`src/rtl/cpas_pkg.sv`:
```
// Shared types, codes and the resource classification of the pipeline admission scoreboard.
// No dependencies; every other file in rtl/ imports this package.
`default_nettype none

package cpas_pkg;

    localparam int SRC_W      = 3;
    localparam int RES_W      = 5;
    localparam int CFG_IDX_W  = 2;
    localparam int CFG_DATA_W = 5;

    // request sources
    localparam logic [SRC_W-1:0] SRC_L2_MISS    = 3'd0;
    localparam logic [SRC_W-1:0] SRC_L2_WB      = 3'd1;
    localparam logic [SRC_W-1:0] SRC_SNOOP      = 3'd2;
    localparam logic [SRC_W-1:0] SRC_L3_GRANT   = 3'd3;
    localparam logic [SRC_W-1:0] SRC_L3_RELEASE = 3'd4;
    localparam logic [SRC_W-1:0] SRC_PREFETCH   = 3'd5;

    // stage source code: zero is empty, otherwise source plus one
    localparam logic [SRC_W-1:0] CODE_EMPTY    = 3'd0;
    localparam logic [SRC_W-1:0] CODE_L3_GRANT = SRC_L3_GRANT + 3'd1;

    // resource bits
    localparam logic [RES_W-1:0] RES_NONE   = 5'b00000;
    localparam logic [RES_W-1:0] RES_DIR_RD = 5'b00001;
    localparam logic [RES_W-1:0] RES_DIR_WR = 5'b00010;
    localparam logic [RES_W-1:0] RES_DAT_RD = 5'b00100;
    localparam logic [RES_W-1:0] RES_DAT_WR = 5'b01000;
    localparam logic [RES_W-1:0] RES_GRANT  = 5'b10000;

    // configuration register indexes
    localparam logic [CFG_IDX_W-1:0] CFG_DIR_WRITE_STAGE = 2'd0;
    localparam logic [CFG_IDX_W-1:0] CFG_DIR_READ_BYPASS = 2'd1;
    localparam logic [CFG_IDX_W-1:0] CFG_LINE_SHIFT      = 2'd2;

    localparam logic [4:0] RST_DIR_WRITE_STAGE = 5'd3;
    localparam logic       RST_DIR_READ_BYPASS = 1'b0;
    localparam logic [4:0] RST_LINE_SHIFT      = 5'd6;

    typedef struct packed {
        logic [4:0] dir_write_stage;
        logic       dir_read_bypass;
        logic [4:0] line_shift;
    } cfg_t;

    typedef struct packed {
        logic accepted;
        logic set_conflict;
        logic data_bank_stall;
        logic dir_bank_stall;
    } admit_t;

    function automatic logic [RES_W-1:0] needs_of(
        input logic [SRC_W-1:0] src,
        input logic             hit,
        input logic             upg
    );
        logic [RES_W-1:0] r;
        case (src)
            SRC_L2_MISS: begin
                r = RES_DIR_RD;
                if (hit) begin
                    r = r | RES_DIR_WR;
                    if (!upg) begin
                        r = r | RES_DAT_RD;
                    end
                end
            end
            SRC_L2_WB:      r = RES_DIR_RD | RES_DIR_WR | RES_DAT_WR | RES_GRANT;
            SRC_SNOOP: begin
                r = RES_DIR_RD;
                if (hit) begin
                    r = r | RES_DIR_WR | RES_DAT_RD;
                end
            end
            SRC_L3_GRANT:   r = RES_DIR_RD | RES_DAT_RD | RES_GRANT;
            SRC_L3_RELEASE: r = RES_DAT_WR;
            SRC_PREFETCH:   r = RES_DIR_RD;
            default:        r = RES_NONE;
        endcase
        return r;
    endfunction

endpackage

`default_nettype wire

```
`src/rtl/cpas_cfg.sv`:
```
// Configuration register file: directory write stage, read bypass and line shift.
// Depends on cpas_pkg.
`default_nettype none

module cpas_cfg (
    input  wire                             aclk,
    input  wire                             aresetn,
    input  wire                             cfg_valid,
    output logic                            cfg_ready,
    input  wire  [cpas_pkg::CFG_IDX_W-1:0]  cfg_index,
    input  wire  [cpas_pkg::CFG_DATA_W-1:0] cfg_data,
    output cpas_pkg::cfg_t                  cfg
);
    import cpas_pkg::*;

    cfg_t cfg_reg;

    assign cfg_ready = 1'b1;
    assign cfg       = cfg_reg;

    always_ff @(posedge aclk) begin
        if (!aresetn) begin
            cfg_reg.dir_write_stage <= RST_DIR_WRITE_STAGE;
            cfg_reg.dir_read_bypass <= RST_DIR_READ_BYPASS;
            cfg_reg.line_shift      <= RST_LINE_SHIFT;
        end else if (cfg_valid) begin
            case (cfg_index)
                CFG_DIR_WRITE_STAGE: cfg_reg.dir_write_stage <= cfg_data;
                CFG_DIR_READ_BYPASS: cfg_reg.dir_read_bypass <= cfg_data[0];
                CFG_LINE_SHIFT:      cfg_reg.line_shift      <= cfg_data;
                default:             cfg_reg <= cfg_reg; // drop writes past the list
            endcase
        end
    end

endmodule

`default_nettype wire

```
`src/rtl/cpas_admit.sv`:
```
// Admission check: classifies a request and tests set, data bank and directory bank
// conflicts against the scoreboard stages. Depends on cpas_pkg.
`default_nettype none

module cpas_admit #(
    parameter int DEPTH          = 6,
    parameter int ADDR_BITS      = 48,
    parameter int SET_BITS       = 10,
    parameter int DATA_BANK_BITS = 2,
    parameter int DIR_BANK_BITS  = 2
) (
    input  cpas_pkg::cfg_t                               cfg,
    input  wire                                          req_valid,
    input  wire  [cpas_pkg::SRC_W-1:0]                   source,
    input  wire  [ADDR_BITS-1:0]                         addr,
    input  wire                                          hit,
    input  wire                                          is_upgrade,
    input  wire  [DEPTH-1:0][cpas_pkg::SRC_W-1:0]        st_src,
    input  wire  [DEPTH-1:0][cpas_pkg::RES_W-1:0]        st_res,
    input  wire  [DEPTH-1:0][ADDR_BITS-1:0]              st_addr,
    output cpas_pkg::admit_t                             admit,
    output logic [cpas_pkg::RES_W-1:0]                   need
);
    import cpas_pkg::*;

    localparam logic [SET_BITS-1:0] DATA_MASK =
        SET_BITS'((64'd1 << DATA_BANK_BITS) - 64'd1);
    localparam logic [SET_BITS-1:0] DIR_MASK =
        SET_BITS'((64'd1 << DIR_BANK_BITS) - 64'd1);

    function automatic logic [SET_BITS-1:0] set_of(
        input logic [ADDR_BITS-1:0] a,
        input logic [4:0]           sh
    );
        return SET_BITS'(a >> sh);
    endfunction

    logic [SET_BITS-1:0] set_in;
    logic [DEPTH-1:0]    set_eq;
    logic [DEPTH-1:0]    dir_eq;
    logic [DEPTH-1:0]    at_ws;
    logic [DEPTH-1:0]    scan_sel;
    logic                data_eq1;
    logic [4:0]          ws;
    logic                ws_ok;
    logic                req_ok;
    logic                l2_miss;
    logic                block;
    logic                drop_rd;
    logic [RES_W-1:0]    eff;
    logic                dstall;
    logic                rstall;

    assign ws      = cfg.dir_write_stage - 5'd1;
    assign ws_ok   = (cfg.dir_write_stage != 5'd0) && (cfg.dir_write_stage <= 5'(DEPTH));
    assign req_ok  = req_valid && (source <= SRC_PREFETCH);
    assign l2_miss = (source == SRC_L2_MISS);
    assign set_in  = set_of(addr, cfg.line_shift);
    assign need    = needs_of(source, hit, is_upgrade);

    always_comb begin
        for (int i = 0; i < DEPTH; i++) begin
            set_eq[i]   = (set_in == set_of(st_addr[i], cfg.line_shift));
            dir_eq[i]   = ((set_in ^ set_of(st_addr[i], cfg.line_shift)) & DIR_MASK) == '0;
            at_ws[i]    = ws_ok && (ws == 5'(i));
            // set blocking covers stages 1 up to the write stage, or all when none is named or it is out of range
            scan_sel[i] = (i != 0) && (!ws_ok || (5'(i) <= ws));
        end
    end

    assign data_eq1 = ((set_in ^ set_of(st_addr[1], cfg.line_shift)) & DATA_MASK) == '0;

    always_comb begin
        block = 1'b0;
        for (int i = 0; i < DEPTH; i++) begin
            if (scan_sel[i] && (st_src[i] != CODE_EMPTY) && set_eq[i]) begin
                block = 1'b1;
            end
        end
        block   = block && l2_miss && !cfg.dir_read_bypass;
        drop_rd = cfg.dir_read_bypass && l2_miss && ((at_ws & set_eq) != '0);
        eff     = drop_rd ? (need & ~RES_DIR_RD) : need;
        dstall  = ((eff & (RES_DAT_RD | RES_DAT_WR)) != RES_NONE) &&
                  ((st_res[1] & (RES_DAT_RD | RES_DAT_WR)) != RES_NONE) && data_eq1;
        rstall  = 1'b0;
        for (int i = 0; i < DEPTH; i++) begin
            if (at_ws[i] && ((st_res[i] & RES_DIR_WR) != RES_NONE) && dir_eq[i]) begin
                rstall = 1'b1;
            end
        end
        rstall = rstall && ((eff & RES_DIR_RD) != RES_NONE);
    end

    assign admit.accepted        = req_ok && !block && !dstall && !rstall;
    assign admit.set_conflict    = req_ok && l2_miss && block;
    assign admit.data_bank_stall = req_ok && l2_miss && dstall;
    assign admit.dir_bank_stall  = req_ok && l2_miss && rstall;

endmodule

`default_nettype wire

```
`src/rtl/cpas_board.sv`:
```
// Scoreboard stage registers: grant release of the oldest pending grant and the
// one-stage shift per item. Depends on cpas_pkg.
`default_nettype none

module cpas_board #(
    parameter int DEPTH     = 6,
    parameter int ADDR_BITS = 48,
    parameter int TAG_BITS  = 8
) (
    input  wire                                    aclk,
    input  wire                                    aresetn,
    input  wire                                    advance,
    input  wire                                    accepted,
    input  wire  [cpas_pkg::SRC_W-1:0]             source,
    input  wire  [cpas_pkg::RES_W-1:0]             need,
    input  wire  [ADDR_BITS-1:0]                   addr,
    input  wire  [TAG_BITS-1:0]                    tag,
    output logic [DEPTH-1:0][cpas_pkg::SRC_W-1:0]  st_src,
    output logic [DEPTH-1:0][cpas_pkg::RES_W-1:0]  st_res,
    output logic [DEPTH-1:0][ADDR_BITS-1:0]        st_addr,
    output logic                                   grant_valid,
    output logic [TAG_BITS-1:0]                    grant_tag,
    output logic                                   busy_res
);
    import cpas_pkg::*;

    logic [SRC_W-1:0]     src_reg  [1:DEPTH-1];
    logic [RES_W-1:0]     res_reg  [1:DEPTH-1];
    logic [ADDR_BITS-1:0] addr_reg [1:DEPTH-1];
    logic [TAG_BITS-1:0]  tag_reg  [1:DEPTH-1];
    logic [DEPTH-1:0]     grant_sel;

    // stage 0 is always empty between items
    always_comb begin
        st_src[0]  = CODE_EMPTY;
        st_res[0]  = RES_NONE;
        st_addr[0] = '0;
        for (int i = 1; i < DEPTH; i++) begin
            st_src[i]  = src_reg[i];
            st_res[i]  = res_reg[i];
            st_addr[i] = addr_reg[i];
        end
    end

    // oldest stage from index 2 up holding an unreleased grant
    always_comb begin
        grant_valid = 1'b0;
        grant_tag   = '0;
        grant_sel   = '0;
        for (int i = DEPTH - 1; i >= 2; i--) begin
            if (!grant_valid && (src_reg[i] == CODE_L3_GRANT) &&
                ((res_reg[i] & RES_GRANT) != RES_NONE)) begin
                grant_valid  = 1'b1;
                grant_tag    = tag_reg[i];
                grant_sel[i] = 1'b1;
            end
        end
    end

    always_comb begin
        busy_res = accepted;
        for (int i = 1; i < DEPTH - 1; i++) begin
            if (src_reg[i] != CODE_EMPTY) begin
                busy_res = 1'b1;
            end
        end
    end

    always_ff @(posedge aclk) begin
        if (!aresetn) begin
            for (int i = 1; i < DEPTH; i++) begin
                src_reg[i]  <= CODE_EMPTY;
                res_reg[i]  <= RES_NONE;
                addr_reg[i] <= '0;
                tag_reg[i]  <= '0;
            end
        end else if (advance) begin
            src_reg[1]  <= accepted ? (source + 3'd1) : CODE_EMPTY;
            res_reg[1]  <= accepted ? need : RES_NONE;
            addr_reg[1] <= accepted ? addr : '0;
            tag_reg[1]  <= accepted ? tag : '0;
            for (int i = 2; i < DEPTH; i++) begin
                src_reg[i]  <= src_reg[i-1];
                res_reg[i]  <= grant_sel[i-1] ? (res_reg[i-1] & ~RES_GRANT) : res_reg[i-1];
                addr_reg[i] <= addr_reg[i-1];
                tag_reg[i]  <= tag_reg[i-1];
            end
        end
    end

endmodule

`default_nettype wire

```
`src/rtl/cache_pipe_admission_scoreboard.sv`:
```
// Top level of the cache pipeline admission scoreboard: input register, admission
// check, stage scoreboard and result register. Depends on cpas_pkg, cpas_cfg,
// cpas_admit and cpas_board.
//
// Usage:
//   Each s_ transaction is one tick of the main pipeline, with or without a
//   request (s_req_valid). Each produces exactly one m_ transaction carrying the
//   admission verdict, the conflict flags, any grant released on that tick and
//   whether the pipeline is still occupied after the shift.
//   From s_ acceptance to m_valid a transaction passes the input register, then
//   the result register; throughput is one transaction per cycle while the
//   receiver keeps m_ready high, set by the single pass through the admission
//   check and the stage shift.
//   The cfg_ channel is always ready; write it only while no transaction is in
//   flight. Index 0 dir_write_stage, 1 dir_read_bypass, 2 line_shift; other
//   indexes are dropped.
//   Reset (aresetn low, synchronous) empties every stage, restores the register
//   defaults (3, 0, 6) and clears both valid flags.
//   When the receiver stalls, the result register holds, the input register
//   holds one further transaction, and s_ready falls until m_ready returns.
`default_nettype none

module cache_pipe_admission_scoreboard #(
    parameter int DEPTH          = 6,
    parameter int ADDR_BITS      = 48,
    parameter int TAG_BITS       = 8,
    parameter int SET_BITS       = 10,
    parameter int DATA_BANK_BITS = 2,
    parameter int DIR_BANK_BITS  = 2
) (
    input  wire                             aclk,
    input  wire                             aresetn,
    // request channel
    input  wire                             s_valid,
    output logic                            s_ready,
    input  wire                             s_req_valid,
    input  wire  [cpas_pkg::SRC_W-1:0]      s_source,
    input  wire  [ADDR_BITS-1:0]            s_addr,
    input  wire                             s_hit,
    input  wire                             s_is_upgrade,
    input  wire  [TAG_BITS-1:0]             s_tag,
    // result channel
    output logic                            m_valid,
    input  wire                             m_ready,
    output logic                            m_accepted,
    output logic                            m_set_conflict,
    output logic                            m_data_bank_stall,
    output logic                            m_dir_bank_stall,
    output logic                            m_grant_valid,
    output logic [TAG_BITS-1:0]             m_grant_tag,
    output logic                            m_busy_res,
    // configuration channel
    input  wire                             cfg_valid,
    output logic                            cfg_ready,
    input  wire  [cpas_pkg::CFG_IDX_W-1:0]  cfg_index,
    input  wire  [cpas_pkg::CFG_DATA_W-1:0] cfg_data
);
    import cpas_pkg::*;

    // input register
    logic                 in_valid_reg;
    logic                 req_valid_reg;
    logic [SRC_W-1:0]     source_reg;
    logic [ADDR_BITS-1:0] addr_reg;
    logic                 hit_reg;
    logic                 upgrade_reg;
    logic [TAG_BITS-1:0]  tag_reg;

    // result register
    logic                 out_valid_reg;
    admit_t               admit_reg;
    logic                 grant_valid_reg;
    logic [TAG_BITS-1:0]  grant_tag_reg;
    logic                 busy_reg;

    cfg_t                             cfg;
    admit_t                           admit;
    logic [RES_W-1:0]                 need;
    logic [DEPTH-1:0][SRC_W-1:0]      st_src;
    logic [DEPTH-1:0][RES_W-1:0]      st_res;
    logic [DEPTH-1:0][ADDR_BITS-1:0]  st_addr;
    logic                             grant_valid;
    logic [TAG_BITS-1:0]              grant_tag;
    logic                             busy_res;
    logic                             advance;
    logic                             in_take;

    // advance the scoreboard whenever a held transaction has somewhere to go
    assign advance = in_valid_reg && (!out_valid_reg || m_ready);
    assign s_ready = !in_valid_reg || advance;
    assign in_take = s_valid && s_ready;

    always_ff @(posedge aclk) begin
        if (!aresetn) begin
            in_valid_reg <= 1'b0;
        end else if (in_take) begin
            in_valid_reg <= 1'b1;
        end else if (advance) begin
            in_valid_reg <= 1'b0;
        end
    end

    always_ff @(posedge aclk) begin
        if (in_take) begin
            req_valid_reg <= s_req_valid;
            source_reg    <= s_source;
            addr_reg      <= s_addr;
            hit_reg       <= s_hit;
            upgrade_reg   <= s_is_upgrade;
            tag_reg       <= s_tag;
        end
    end

    cpas_cfg u_cfg (
        .aclk      (aclk),
        .aresetn   (aresetn),
        .cfg_valid (cfg_valid),
        .cfg_ready (cfg_ready),
        .cfg_index (cfg_index),
        .cfg_data  (cfg_data),
        .cfg       (cfg)
    );

    cpas_admit #(
        .DEPTH          (DEPTH),
        .ADDR_BITS      (ADDR_BITS),
        .SET_BITS       (SET_BITS),
        .DATA_BANK_BITS (DATA_BANK_BITS),
        .DIR_BANK_BITS  (DIR_BANK_BITS)
    ) u_admit (
        .cfg        (cfg),
        .req_valid  (req_valid_reg),
        .source     (source_reg),
        .addr       (addr_reg),
        .hit        (hit_reg),
        .is_upgrade (upgrade_reg),
        .st_src     (st_src),
        .st_res     (st_res),
        .st_addr    (st_addr),
        .admit      (admit),
        .need       (need)
    );

    cpas_board #(
        .DEPTH     (DEPTH),
        .ADDR_BITS (ADDR_BITS),
        .TAG_BITS  (TAG_BITS)
    ) u_board (
        .aclk        (aclk),
        .aresetn     (aresetn),
        .advance     (advance),
        .accepted    (admit.accepted),
        .source      (source_reg),
        .need        (need),
        .addr        (addr_reg),
        .tag         (tag_reg),
        .st_src      (st_src),
        .st_res      (st_res),
        .st_addr     (st_addr),
        .grant_valid (grant_valid),
        .grant_tag   (grant_tag),
        .busy_res    (busy_res)
    );

    // hold the result until the receiver takes it
    always_ff @(posedge aclk) begin
        if (!aresetn) begin
            out_valid_reg <= 1'b0;
        end else if (advance) begin
            out_valid_reg <= 1'b1;
        end else if (m_ready) begin
            out_valid_reg <= 1'b0;
        end
    end

    always_ff @(posedge aclk) begin
        if (advance) begin
            admit_reg       <= admit;
            grant_valid_reg <= grant_valid;
            grant_tag_reg   <= grant_tag;
            busy_reg        <= busy_res;
        end
    end

    assign m_valid           = out_valid_reg;
    assign m_accepted        = admit_reg.accepted;
    assign m_set_conflict    = admit_reg.set_conflict;
    assign m_data_bank_stall = admit_reg.data_bank_stall;
    assign m_dir_bank_stall  = admit_reg.dir_bank_stall;
    assign m_grant_valid     = grant_valid_reg;
    assign m_grant_tag       = grant_tag_reg;
    assign m_busy_res        = busy_reg;

    // a reported conflict always means the request was refused
    assert property (@(posedge aclk) disable iff (!aresetn)
        m_valid && (m_set_conflict || m_data_bank_stall || m_dir_bank_stall) |-> !m_accepted)
        else $error("conflict flag raised on an admitted request");

    // an admitted request occupies stage 1 after the shift
    assert property (@(posedge aclk) disable iff (!aresetn)
        m_valid && m_accepted |-> m_busy_res)
        else $error("admitted request but pipeline reported empty");

    // no grant, no tag
    assert property (@(posedge aclk) disable iff (!aresetn)
        m_valid && !m_grant_valid |-> (m_grant_tag == '0))
        else $error("grant tag set without a released grant");

    // every scoreboard step produces a result on the next cycle
    assert property (@(posedge aclk) disable iff (!aresetn)
        advance |=> m_valid)
        else $error("scoreboard advanced without a result");

endmodule

`default_nettype wire

```
`config.mk`:
```
export PLATFORM = sky130hd
export DESIGN_NAME = cache_pipe_admission_scoreboard
export DESIGN_NICKNAME = d
export VERILOG_FILES = /design/src/rtl/cpas_pkg.sv /design/src/rtl/cpas_cfg.sv /design/src/rtl/cpas_admit.sv /design/src/rtl/cpas_board.sv /design/src/rtl/cache_pipe_admission_scoreboard.sv
export SDC_FILE = /design/constraint.sdc
export NUM_CORES = 1
export LEC_CHECK = 0
export BUFFER_PORTS_ARGS = -buffer_cell sky130_fd_sc_hd__clkbuf_2
export CORE_AREA = 4 4 266 268
export CTS_CLUSTER_DIAMETER = 40
export DETAILED_ROUTE_END_ITERATION = 7
export DIE_AREA = 0 0 270 272
export PLACE_DENSITY_LB_ADDON = 0.1
export SYNTH_ARGS = -nofsm -noshare
export SYNTH_HDL_FRONTEND = slang
export SYNTH_SLANG_ARGS = --single-unit
```
`constraint.sdc`:
```
create_clock -name aclk -period 14.91 [get_ports aclk]
set_clock_uncertainty 0.05 [all_clocks]
set_input_delay 1.491 -clock aclk [delete_from_list [all_inputs] [get_ports aclk]]
set_output_delay 1.491 -clock aclk [all_outputs]
set_load 0.01 [all_outputs]
```
==> impl_metrics.csv <==
group,metric,value,unit
status,status,"finished, final reports clean",
sta,finalHoldViolCount,0,
synthesis,synth_top_area_share,0.3979,
detailed_routing,viasPerCell,6.343,
cells_and_area,layout_commonest_cell,"edfxtp_1",
critical_path,path_max_fanout,118,
clock_tree,clockBufferDepth,3,
cells_and_area,nNetsFinal,2132,
sta,finalSetupViolations,0,
sta,min_period,6.614,ns
min_path,hold_end,"u_board.res_reg[0][14]",
detailed_routing,ant_nets,0,
cells_and_area,final_cell_mix,"341 x edfxtp_1, 220 x and2_1, 200 x mux4_2, 184 x mux2i_1, 121 x nand2_1",
detailed_routing,drc,0,
pwr,p_leak,0.01096,uW
sta,fmax,151.2,MHz
clock_tree,cts_buffers,72,
die,dieHeight,272,um
synthesis,synth_flop_cell,"edfxtp_1",
global_route,grt_pass1_wl,141600,um
die,die_x,270,um
synthesis,avgSynthCellArea,12.73,um^2
placed_design,port_buffers,82,
critical_path,timing.rr.end,"u_board.addr_reg[0][68]",
global_route,grt_max_degree,124,
clock_tree,ctsHoldBuffers,0,
cells_and_area,layout-drive-gt1-share,0.2845,
critical_path,path_class,"reg2reg",
critical_path,worstPathRequired,15.17,ns
die,ios,91,
clock_tree,htreeDepth,3,
placed_design,place_hpwl,68860,um
sta,fin_crit_sh,0.4436,
detailed_routing,wl_per_cell,32.85,um
synthesis,synth_seq_cells,354,
global_route,grt_overflow,0,
min_path,whs_path_depth,1,
global_route,antenna_found_initial,1,
synthesis,syn_area,25730,um^2
critical_path,worstPathArrival,6.88,ns
placed_design,dp.cells,2857,
die,die_area,73440,um^2
clock_tree,insertion_delay,0.62,ns
synthesis,synthesis.nets,2105,
synthesis,syn_inst,2022,
critical_path,worstReg2RegStart,"u_cfg.cfg[1]",
min_path,min_path_type,"reg2reg",
cells_and_area,largest_reg_flops,205,
critical_path,crit_path_end_kind,"flip-flop",
synthesis,async_flop_share,0,
detailed_routing,first_iter_violations,1988,
sta,drv_slew,0,
cells_and_area,area_growth,12.59,%
sta,slew_headroom,0.1250,
clock_tree,clk_pin_slew,0.05,ns
sta,tns,0,ns
cells_and_area,post-route-util,0.4240,
placed_design,gp_congestion,0.9635,
clock_tree,clock_sinks,354,
critical_path,reg2reg_slack,8.30,ns
die,initial_core_util,0.3765,
die,rows,96,
sta,rsz0062_at_grt,"no",
pwr,vdd_ir_drop_max,87.85,uV
cells_and_area,antennaDiodeCount,0,
synthesis,synth_edf_count,341,
synthesis,synth_area_leaders,"edfxtp_1 40%, mux4_2 18%, mux2i_1 7.2%",
min_path,hold_start,"u_board.res_reg[0][9]",
clock_tree,postCtsSetupBuffers,0,
detailed_routing,wl,98250,um
die,fp.coreArea,68350,um^2
sta,tightest_slew,1.301,ns
pwr,power.density,118.8,nW/um^2
global_route,grt_pass1_vias,19500,
job,drv_cap,0,
sta,hold_slack,0.4571,ns
clock_tree,cts_resized,0,
synthesis,ys_seq_area_frac,0.4080,
synthesis,yosys_warnings,0,
detailed_routing,dr.pass1.iters,5,
detailed_routing,vias,18970,
synthesis,synth_cell_type_count,86,
cells_and_area,final_cells,2991,
critical_path,startpoint_type,"flip-flop",
critical_path,reg2regPathDepth,14,
global_route,track_usage,0.2621,
synthesis,post-synth-top-area-cell,"edfxtp_1",
clock_tree,cts_tree,"yes",
clock_tree,cts-root-buf,"clkbuf_16",
cell usage after synthesis, types with 6 or more instances:
cell type,number
mux2i_1,184
o211ai_1,10
buf_12,16
nor3_1,66
nor3_2,22
edfxtp_1,341
a31oi_1,6
nand2b_1,15
dfxtp_1,13
buf_4,28
nor4_1,14
o22a_1,6
and3_1,10
or3_1,7
o22ai_1,91
nand2_1,121
o21ai_0,25
a221oi_1,7
buf_8,9
nor2_1,63
a2bb2oi_1,6
buf_6,24
nand3_1,20
a22o_1,9
inv_1,14
nand4_1,15
xnor2_1,25
a221o_1,10
mux2_2,75
mux4_2,200
buf_2,29
xor2_1,26
nor4_2,7
o32ai_1,7
buf_1,11
a22oi_1,48
nor2b_1,21
o221ai_1,8
nand3b_1,11
a21oi_1,14
and2_1,221
a211oi_1,13
clkbuf_1,59
ha_1,9
final cells by class:
cell class,count,area [um^2]
clock inverters,56,757.0
fillers,6358,39370
flip-flops and latches,354,10520
well taps,882,1104
repair buffers,131,815.8
multi-input cells,1474,13860
inverters,16,60.06
clock buffers,78,1856
critical path: stages (launching register included):
cell and delay, ns:
dfxtp_4 0.60, buf_12 0.51, buf_4 0.68, buf_12 0.58, mux4_2 0.61, mux2i_1 0.36, o22ai_1 0.16, nor3_2 0.15
xor2_1 0.12, nor4_2 0.46, o311ai_1 0.30, o221a_2 0.34, a41oi_4 0.20, buf_4 0.62, nor3_1 0.13
worst max-delay path by stage:
stage	startpoint	to	slack, ns	cells after the start
after floorplan	m_ready	u_board.addr_reg[0][100]	5.56	3
final	u_cfg.cfg[1]	u_board.addr_reg[0][68]	8.30	14
after global routing	u_cfg.cfg[1]	m_busy_res	7.92	14
after detailed placement	u_cfg.cfg[1]	m_busy_res	8.28	14
after global placement	u_cfg.cfg[1]	m_busy_res	8.36	14
after CTS	u_cfg.cfg[1]	m_busy_res	8.30	14
routing by layer:
metal  vias up  wire length [um]  GRT usage
met5         -                11          0
met4         2              5970     0.1347
met3       287              6041    0.05127
met2       774             45880     0.4235
met1      9789             40350     0.3368
li1       8121                 -          -
metrics by stage:
stage                     power [uW]  area, um^2  worst slack, ns
after floorplan                 1579       25730            5.564
after global placement          1737       26360            8.358
after detailed placement        1740       26360            8.276
after CTS                       3472       28980            8.298
after global routing            3563       28980            7.916
final                           3443       28980            8.296
cell families (layout without fill, tap and decap cells):
family,after synthesis,after routing,share of synthesized area
simple gates,644,644,0.1429
xor+xnor,51,51,0.01736
mux,464,464,0.2839
other cells,1,1,0.0001457
fa+ha+maj,9,9,0.004376
buf+inv,194,281,0.05543
compound gates,305,305,0.08790
flops,354,354,0.4080
power by group:
part | switching [uW] | total [uW] | internal [uW]
Combinational | 280 | 480 | 200
Sequential | 88.2 | 1250 | 1160
Clock | 598 | 1710 | 1120
Power figures use the tool's default switching activity.
